### config.mk
export PLATFORM = sky130hd
export DESIGN_NAME = top_n_logit_selector
export DESIGN_NICKNAME = d
export VERILOG_FILES = /design/src/design/tnls_pkg.sv /design/src/design/top_n_logit_selector.sv /design/src/design/tnls_list.sv /design/src/design/tnls_report.sv
export SDC_FILE = /design/constraint.sdc
export NUM_CORES = 1
export LEC_CHECK = 0
export BUFFER_PORTS_ARGS = -buffer_cell sky130_fd_sc_hd__clkbuf_2
export CORE_ASPECT_RATIO = 1.1
export CORE_MARGIN = 1
export CORE_UTILIZATION = 60
export DETAILED_ROUTE_END_ITERATION = 8
export GPL_ROUTABILITY_DRIVEN = 0
export MAX_ROUTING_LAYER = met4
export PLACE_DENSITY = 0.84
export SETUP_SLACK_MARGIN = 0.02
export SLEW_MARGIN = 20
export SYNTH_ARGS = -nofsm -noshare
export SYNTH_HDL_FRONTEND = slang
export SYNTH_SLANG_ARGS = --single-unit
### constraint.sdc
create_clock -name clk -period 10.82 [get_ports clk]
set_input_delay 0 -clock clk [delete_from_list [all_inputs] [get_ports clk]]
set_output_delay 0 -clock clk [all_outputs]
set_load 0.01 [all_outputs]
### src/design/tnls_pkg.sv
package tnls_pkg;
    localparam int DEF_MAX_KEEP = 8;
    localparam int DEF_MAX_EXPERTS = 32;
    localparam int VAL_W = 32;
    localparam int IDX_W = 5;
    localparam int RANK_W = 3;
    localparam int KEEP_W = 4;
    localparam logic [KEEP_W-1:0] KEEP_RESET = 4'd2;

    // IEEE a > b; false when either is NaN, signed zeros equal.
    function automatic logic fp_gt(input logic [VAL_W-1:0] a, input logic [VAL_W-1:0] b);
        logic a_nan;
        logic b_nan;
        logic both_zero;
        logic res;
        a_nan = (a[30:23] == 8'hff) && (a[22:0] != 23'd0);
        b_nan = (b[30:23] == 8'hff) && (b[22:0] != 23'd0);
        both_zero = (a[30:0] == 31'd0) && (b[30:0] == 31'd0);
        if (a_nan || b_nan || both_zero)
        begin
            res = 1'b0;
        end
        else if (a[31] != b[31])
        begin
            res = !a[31];
        end
        else if (!a[31])
        begin
            res = a[30:0] > b[30:0];
        end
        else
        begin
            res = a[30:0] < b[30:0];
        end
        return res;
    endfunction
endpackage

### src/design/top_n_logit_selector.sv
// Order: a request is captured in the input register and enters the keep list in the
// cycle after acceptance; the report of a final request starts after it has passed the
// input register and the list's rep_load register. Rate: one request per cycle; after a
// final request input is held off until its report has drained (longer under stall).
// Reset: rst_n async active low clears list fill, arrival count, report, keep_count=2.
module top_n_logit_selector import tnls_pkg::*; #(
    parameter int MAX_KEEP = DEF_MAX_KEEP,
    parameter int MAX_EXPERTS = DEF_MAX_EXPERTS
) (
    input  logic        clk,
    input  logic        rst_n,
    input  logic        cfg_we,
    input  logic [3:0]  cfg_wdata,
    input  logic        s_tvalid,
    output logic        s_tready,
    input  logic [31:0] s_tdata,   // logit_bits[31:0]
    input  logic        s_tlast,   // is_final
    output logic        m_tvalid,
    input  logic        m_tready,
    output logic [7:0]  m_tdata,   // expert_index[4:0], rank[7:5]
    output logic        m_tlast    // end_of_list
);
    localparam int FW = $clog2(MAX_KEEP+1);

    logic [KEEP_W-1:0] keep_reg;
    logic in_valid_reg, in_last_reg;
    logic [VAL_W-1:0] in_data_reg;
    logic take, rep_load, busy, hold_reg;
    logic [FW-1:0] rep_count;
    logic [MAX_KEEP*IDX_W-1:0] rep_indices;
    logic [IDX_W-1:0] o_idx;
    logic [RANK_W-1:0] o_rank;

    // hold off after a final until its report has drained
    assign s_tready = !busy && !hold_reg;
    assign take = in_valid_reg;

    always_ff @(posedge clk or negedge rst_n)
    begin
        if (!rst_n)
        begin
            keep_reg <= KEEP_RESET;
            in_valid_reg <= 1'b0;
            hold_reg <= 1'b0;
        end
        else
        begin
            if (cfg_we)
                keep_reg <= cfg_wdata;
            in_valid_reg <= s_tvalid && s_tready;
            if (s_tvalid && s_tready && s_tlast)
                hold_reg <= 1'b1;
            else if (rep_load)
                hold_reg <= 1'b0;
        end
    end

    always_ff @(posedge clk)
    begin
        in_data_reg <= s_tdata;
        in_last_reg <= s_tlast;
    end

    tnls_list #(.MAX_KEEP(MAX_KEEP), .MAX_EXPERTS(MAX_EXPERTS)) u_list (
        .clk(clk), .rst_n(rst_n), .take(take), .value(in_data_reg),
        .last(in_last_reg), .keep_count(keep_reg), .rep_load(rep_load),
        .rep_count(rep_count), .rep_indices(rep_indices)
    );

    tnls_report #(.MAX_KEEP(MAX_KEEP)) u_report (
        .clk(clk), .rst_n(rst_n), .load(rep_load), .count(rep_count),
        .indices(rep_indices), .busy(busy), .out_valid(m_tvalid),
        .out_ready(m_tready), .out_index(o_idx), .out_rank(o_rank), .out_last(m_tlast)
    );

    assign m_tdata = {o_rank, o_idx};
endmodule

### src/design/tnls_list.sv
// Sorted keep list: at most one insertion per accepted item, snapshot on final.
module tnls_list import tnls_pkg::*; #(
    parameter int MAX_KEEP = DEF_MAX_KEEP,
    parameter int MAX_EXPERTS = DEF_MAX_EXPERTS
) (
    input  logic                          clk,
    input  logic                          rst_n,
    input  logic                          take,
    input  logic [VAL_W-1:0]              value,
    input  logic                          last,
    input  logic [KEEP_W-1:0]             keep_count,
    output logic                          rep_load,
    output logic [$clog2(MAX_KEEP+1)-1:0] rep_count,
    output logic [MAX_KEEP*IDX_W-1:0]     rep_indices
);
    localparam int FW = $clog2(MAX_KEEP+1);
    localparam int AW = $clog2(MAX_EXPERTS+1);
    localparam int PW = (MAX_KEEP > 1) ? $clog2(MAX_KEEP) : 1;

    logic [VAL_W-1:0] val_reg [MAX_KEEP];
    logic [VAL_W-1:0] val_next [MAX_KEEP];
    logic [IDX_W-1:0] idx_reg [MAX_KEEP];
    logic [IDX_W-1:0] idx_next [MAX_KEEP];
    logic [FW-1:0] fill_reg, fill_next, fill_cut, k_eff, start;
    logic [AW-1:0] arr_reg, arr_next;
    logic [MAX_KEEP-1:0] less;
    logic [MAX_KEEP:0] run;
    logic [PW-1:0] last_slot;
    logic ins;

    always_comb
    begin
        if (32'(keep_count) > MAX_KEEP)
            k_eff = FW'(MAX_KEEP);
        else
            k_eff = FW'(keep_count);
        fill_cut = (fill_reg > k_eff) ? k_eff : fill_reg;
        last_slot = PW'(k_eff - 1'b1);
        for (int j = 0; j < MAX_KEEP; j++)
            less[j] = fp_gt(value, val_reg[j]);
        ins = 1'b0;
        start = fill_cut;
        if (32'(arr_reg) < MAX_EXPERTS && k_eff != '0)
        begin
            if (fill_cut < k_eff)
                ins = 1'b1;
            else if (less[last_slot])
            begin
                ins = 1'b1;
                start = k_eff - 1'b1;
            end
        end
        // run[j]: every slot from j up to start is below v, so v may climb to j
        run[MAX_KEEP] = 1'b1;
        for (int j = MAX_KEEP - 1; j >= 0; j--)
            run[j] = (FW'(j) >= start) ? 1'b1 : (less[j] && run[j+1]);
        for (int j = 0; j < MAX_KEEP; j++)
        begin
            val_next[j] = val_reg[j];
            idx_next[j] = idx_reg[j];
            if (ins && FW'(j) <= start)
            begin
                if (j > 0 && run[(j > 0) ? j-1 : 0])
                begin
                    val_next[j] = val_reg[(j > 0) ? j-1 : 0];
                    idx_next[j] = idx_reg[(j > 0) ? j-1 : 0];
                end
                else if (run[j])
                begin
                    val_next[j] = value;
                    idx_next[j] = IDX_W'(arr_reg);
                end
            end
        end
        fill_next = fill_cut;
        arr_next = arr_reg;
        if (32'(arr_reg) < MAX_EXPERTS)
            arr_next = arr_reg + 1'b1;
        if (ins && fill_cut < k_eff)
            fill_next = fill_cut + 1'b1;
    end

    always_ff @(posedge clk or negedge rst_n)
    begin
        if (!rst_n)
        begin
            fill_reg <= '0;
            arr_reg <= '0;
            rep_load <= 1'b0;
            rep_count <= '0;
        end
        else
        begin
            rep_load <= take && last;
            if (take)
            begin
                fill_reg <= last ? '0 : fill_next;
                arr_reg <= last ? '0 : arr_next;
                rep_count <= fill_next;
            end
        end
    end

    always_ff @(posedge clk)
    begin
        if (take)
        begin
            for (int j = 0; j < MAX_KEEP; j++)
            begin
                val_reg[j] <= val_next[j];
                idx_reg[j] <= idx_next[j];
                rep_indices[j*IDX_W +: IDX_W] <= idx_next[j];
            end
        end
    end
endmodule

### src/design/tnls_report.sv
// Report buffer: walks a snapshot out one entry per beat.
module tnls_report import tnls_pkg::*; #(
    parameter int MAX_KEEP = DEF_MAX_KEEP
) (
    input  logic                          clk,
    input  logic                          rst_n,
    input  logic                          load,
    input  logic [$clog2(MAX_KEEP+1)-1:0] count,
    input  logic [MAX_KEEP*IDX_W-1:0]     indices,
    output logic                          busy,
    output logic                          out_valid,
    input  logic                          out_ready,
    output logic [IDX_W-1:0]              out_index,
    output logic [RANK_W-1:0]             out_rank,
    output logic                          out_last
);
    localparam int FW = $clog2(MAX_KEEP+1);
    localparam int PW = (MAX_KEEP > 1) ? $clog2(MAX_KEEP) : 1;

    logic [MAX_KEEP*IDX_W-1:0] buf_reg;
    logic [FW-1:0] cnt_reg;
    logic [FW-1:0] pos_reg;
    logic [PW-1:0] sel;

    assign sel = pos_reg[PW-1:0];
    assign out_valid = pos_reg < cnt_reg;
    assign busy = out_valid;
    assign out_index = buf_reg[sel*IDX_W +: IDX_W];
    assign out_rank = RANK_W'(pos_reg);
    assign out_last = (pos_reg + 1'b1) == cnt_reg;

    always_ff @(posedge clk or negedge rst_n)
    begin
        if (!rst_n)
        begin
            cnt_reg <= '0;
            pos_reg <= '0;
        end
        else if (load)
        begin
            cnt_reg <= count;
            pos_reg <= '0;
        end
        else if (out_valid && out_ready)
        begin
            pos_reg <= pos_reg + 1'b1;
        end
    end

    always_ff @(posedge clk)
    begin
        if (load)
            buf_reg <= indices;
    end
endmodule

# Word level (Yosys, flattened, before mapping)
# Memories as Yosys holds them, arrays and structs flattened.
# Cells that the tools add are included.
[word_totals]
regBits = 142
latch_bits = 0
ram_bits = 296
rom_bits = 0
out_inout_bits = 11
elab_cells = 256
mem_count = 2
[mem_list]
columns = ["memory", "words", "width", "read_ports", "rd_ports_with_merged_regs", "write_ports", "line_no", "rtl"]
rows = [
  ["u_list.val_reg", 8, 32, 8, 0, 8, "tnls_list.sv:20", "logic [VAL_W-1:0] val_reg [MAX_KEEP];"],
  ["u_list.idx_reg", 8, 5, 8, 0, 8, "tnls_list.sv:22", "logic [IDX_W-1:0] idx_reg [MAX_KEEP];"],
]
[classes]
add_sub_neg = 4
n_mul = 1
div = 0
magnitude_cmp = 38
n_eq_ne = 18
shifts = 1
n_mux = 98
n_bitwise = 0
n_reduce_logical = 81
[op_table]
columns = ["op", "n"]
rows = [
  ["two-way mux 32 bit", 23],
  ["logical NOT 31 bit", 9],
  ["> comparator 31 bit", 8],
  ["< comparator 31 bit", 8],
  ["nonzero test 23 bit", 9],
  ["two-way mux 5 bit", 23],
  ["== test 8 bit, second input constant", 9],
  ["two-way mux 1 bit", 40],
  ["indexed part select 40 x 7 -> 5 bit", 1],
  ["logical AND 1 bit", 39],
  ["two-way mux 4 bit", 9],
  [">= comparator 3 x 4 -> 1 bit, first input constant", 4],
  ["less-or-equal comparator 3 x 4 -> 1 bit, first input constant", 4],
  ["logical OR 1 bit", 16],
  ["two-way mux 6 bit", 2],
  ["adder 4 x 1 -> 4 bit, second input constant", 2],
  [">= comparator 1 x 4 -> 1 bit, first input constant", 2],
  [">= comparator 2 x 4 -> 1 bit, first input constant", 2],
  ["less-or-equal comparator 1 x 4 -> 1 bit, first input constant", 2],
  ["less-or-equal comparator 2 x 4 -> 1 bit, first input constant", 2],
  ["< comparator 4 bit", 2],
  ["!= test 1 bit", 8],
  ["adder 6 x 1 -> 6 bit, second input constant", 1],
  ["< comparator 6 bit, second input constant", 1],
  ["11 further kinds", 15],
]

# Logic depth before layout (Yosys ltp)
# An unclocked memory read counts as a cell.
[depth]
ltp_word = 29
depth_mapped = 27
mapped_depth_nobuf = 23

# By module
# From an unflattened synthesis, not the netlist that was laid out.
[unflattened]
hier_cells = 2261
area_unflattened_um2 = 24064.3
[modules_own_cells]
columns = ["mod", "n_inst", "cells_each", "area_per_inst_um2", "seq_area_each_um2"]
rows = [
  ["tnls_list", 1, 2100, 21104.0, 9263.9],
  ["tnls_report", 1, 114, 2075.7, 1401.3],
  ["top_n_logit_selector", 1, 47, 884.6, 812.0],
]

# Worst setup path after synthesis
# Ideal clock, no wire load.
[synth_path]
path_type = "register -> register"
from = "reg keep_reg[3] (netlist name)"
to = "mem u_list.val_reg[2][0], in the netlist u_list.val_reg[0][64], enable pin"
setup_ns = 0.468
arrival_time_ns = 7.541
t_required_ns = 10.352
path_slack_ns = 2.812
path_stages_with_launch = 28
path_buffers = 4
period_less_slack_ns = 8.008
cell_sequence = "dfrtp_1 -> inv_1 -> nand2_1 -> inv_1 -> clkbuf_1 -> ha_1 -> nor2b_1 -> o21a_1 -> o21a_1 -> o21ai_1 -> nand2_1 -> o21a_1 -> inv_1 -> ha_1 -> o31a_1 -> o41a_1 -> o41ai_2 -> nor2_1 -> a32o_1 -> a21oi_1 -> and3_1 -> clkbuf_1 -> o21ai_1 -> o21bai_2 -> o31ai_1 -> buf_2 -> buf_6 -> nor3b_1"
[synth_rtl]
columns = ["element", "line_no"]
rows = [
  ["end, declared", "tnls_list.sv:20"],
]

==> impl_metrics.toml <==
[routing]
wl_per_cell_um = 21.3
first_pass_iters = 9
vias = 18357
ant_nets = 0
drc = 8
via_per_inst = 6.56
first_iter_violations = 1901
wirelength_um = 59800

[cts]
clockBufferDepth = 3
clk_latency_ps = 560
numCtsBuffers = 41
path_clk_slew_ps = 60
clock-root-buffer = "clkbuf_16"
htreeDepth = 2
cts_tree = "yes"
cts_sinks = 398

[synthesis]
synth_top_area_share_pct = 41.9
yosys.area.top_type = "edfxtp_1"
ys_ff_latch = 398
yosysUniqueCellTypes = 79
yosys_warnings = 0
synth_edf_count = 336
synth.most_common_cell = "edfxtp_1"
netlist_area_um2 = 24100
yosysSeqAreaShare_pct = 47.7
ys_top_cells_by_count = "edfxtp_1 (336), inv_1 (269), ha_1 (263)"
synth_area_leaders = "edfxtp_1 (42%), ha_1 (14%), mux2_2 (7.9%)"
synth_nets = 2468
synth_top_flop_cell = "edfxtp_1"
async_flop_share_pct = 7.29
synthCells = 2163
avgSynthCellArea_um2 = 11.1

[grt]
grtUsageTotal_pct = 30.5
overflow = 0
grt_max_degree = 53
grt_pass1_wl_um = 95000
antenna_found_initial = 0
grt_pass1_vias = 18761

[timing]
setup_viol = 0
whs_ps = 35.4
period_minus_slack_ps = 7420
tightest_slew_ps = 1060
fmax_ghz = 0.135
worst_clock_skew_ps = 21.4
slew_headroom_pct = 28.4
rsz0062_at_grt = "no"
slew_viol_final = 0
final.period_utilization_pct = 68.5
hold_viol = 0
finalSetupTns_ps = 0

[power_and_ir_drop]
seq_power_share_pct = 32.9
p_int_mw = 4.96
netSwitchingFraction_pct = 38.0
combPwrFrac_pct = 48.5
switchingPower_mw = 3.04
power.total_mw = 8.00
cellPowerDensity_nw_per_um2 = 298
clock_power_share_pct = 18.7
leakage_nw = 10.8
vdd_drop_max_uv = 419

[flow_run]
maxCapViolCount = 0

[cells_and_area]
largest_reg_flops = 256
instances_no_fill = 2800
fillers = 2744
final_nets = 2566
final_core_util_pct = 68.1
area_growth_pct = 11.3
n_antenna_cell = 0
drive_gt1_share_pct = 15.0

[place]
port_buffers = 52
dp.cells = 2680
dpl.hpwl_um = 42700

[die]
die-height_um = 212
pin_count = 53
fp.dieArea_um2 = 40900
die_x_um = 193
core.rowCount = 76
core-area_um2 = 39400
initial_core_util_pct = 61.2

[outcome]
status = "finished, violations left"
violations = "design-rule violations"

[worst_hold_path]
hold_class = "input pin to async pin"

[worst_setup_path]
path_max_fanout = 42
path_class = "flop to flop"
crit_path_end_kind = "flop"
crit_required_ps = 11030
cp-start-kind = "flop"
arrival_ps = 7630
[critical path: stages (launching register included)]
cell and delay [ps]:
dfrtp_1 420, inv_1 160, nand2_1 240, inv_1 380, ha_1 220, nor2b_1 50
o21a_1 170, o21a_1 180, o21ai_1 490, nand2_1 120, o21a_1 160, inv_1 190
ha_1 270, o31a_1 100, o41a_1 130, o41ai_2 710, nor2_1 190, a32o_1 320
a21oi_1 100, and3_1 280, o32ai_1 140, buf_4 220, nand2_1 70, buf_4 450
a211o_1 230, buf_4 370, nor3b_2 250, buf_4 390
[kinds of logic after synthesis]
family	count (synthesis)	synth area share, %
compound gates	361	9.22
xor+xnor	12	0.436
fa+ha+maj	263	13.7
buf+inv	337	5.46
flops	398	47.7
mux	233	11.3
simple gates	559	12.3
[final cells by class]
class / instances / area, um^2 / area share (%)
repair buffers: 123 / 906 / 3.38
flip-flops and latches: 398 / 11500 / 42.8
well taps: 507 / 634 / 2.37
clock inverters: 23 / 303 / 1.13
clock buffers: 52 / 1110 / 4.14
inverters: 269 / 1010 / 3.77
multi-input cells: 1428 / 11400 / 42.4
[path summary, 6_finish.rpt]
kind | from | endpoint | slack [ps] | depth (start not counted)
worst min-delay path | rst_n | u_report.cnt_reg[3] | 40 | 2
worst min register to register | u_list.idx_reg[1][19] | u_report.buf_reg[39] | 420 | 0
max in group asynchronous | rst_n | u_list.rep_load | 10280 | 2
worst max-delay path | keep_reg[3] | u_list.val_reg[1][36] | 3400 | 27
worst max register to register | keep_reg[3] | u_list.val_reg[1][36] | 3400 | 27
min in group clk | s_tdata[3] | in_data_reg[3] | 90 | 2
[cell usage in the layout, fill, tap and decap left out, types with 45 or more instances in the layout]
master	instances
nor4_1	84
nand2_1	112
dlygate4sd3_1	45
clkbuf_2	52
o21ai_0	92
edfxtp_1	336
a21oi_1	132
nor2_1	69
ha_1	263
nand3_1	73
nand4_1	85
mux2_2	168
inv_1	269
nor3_1	51
[power groups by stage]
stage          Sequential [mW]  Combinational, mW  Clock, mW
6_report                  2.63               3.88       1.49
5_1_grt                   2.65               4.17       1.57
4_1_cts                   2.61               3.80       1.51
3_5_place_dp              2.64               3.73          0
3_3_place_gp              2.62               3.55          0
2_1_floorplan             2.52               3.08          0
[routing by layer]
layer / up-vias / global-route usage, % / part of all wire (%)
li1: 8358 / - / -
met1: 8867 / 36.4 / 38
met2: 920 / 51.2 / 49
met3: 212 / 4.31 / 7.6
met4: 0 / 13.7 / 4.5
met5: - / - / 0
[stage by stage]
step | setup WS [ps] | cell area, um^2
2_1_floorplan | 2810 | 24100
3_5_place_dp | 3830 | 24900
5_1_grt | 3060 | 26800
6_report | 3400 | 26800
4_1_cts | 3680 | 26800
3_3_place_gp | 4130 | 24900
[what timing repair did]
action / CTS / global route
buffers inserted: 0 / 0
hold buffers: 45 / 0
endpoints found under the hold margin: 72 / 0
gates resized for setup: 0 / 0
Power figures use the tool's default switching activity.
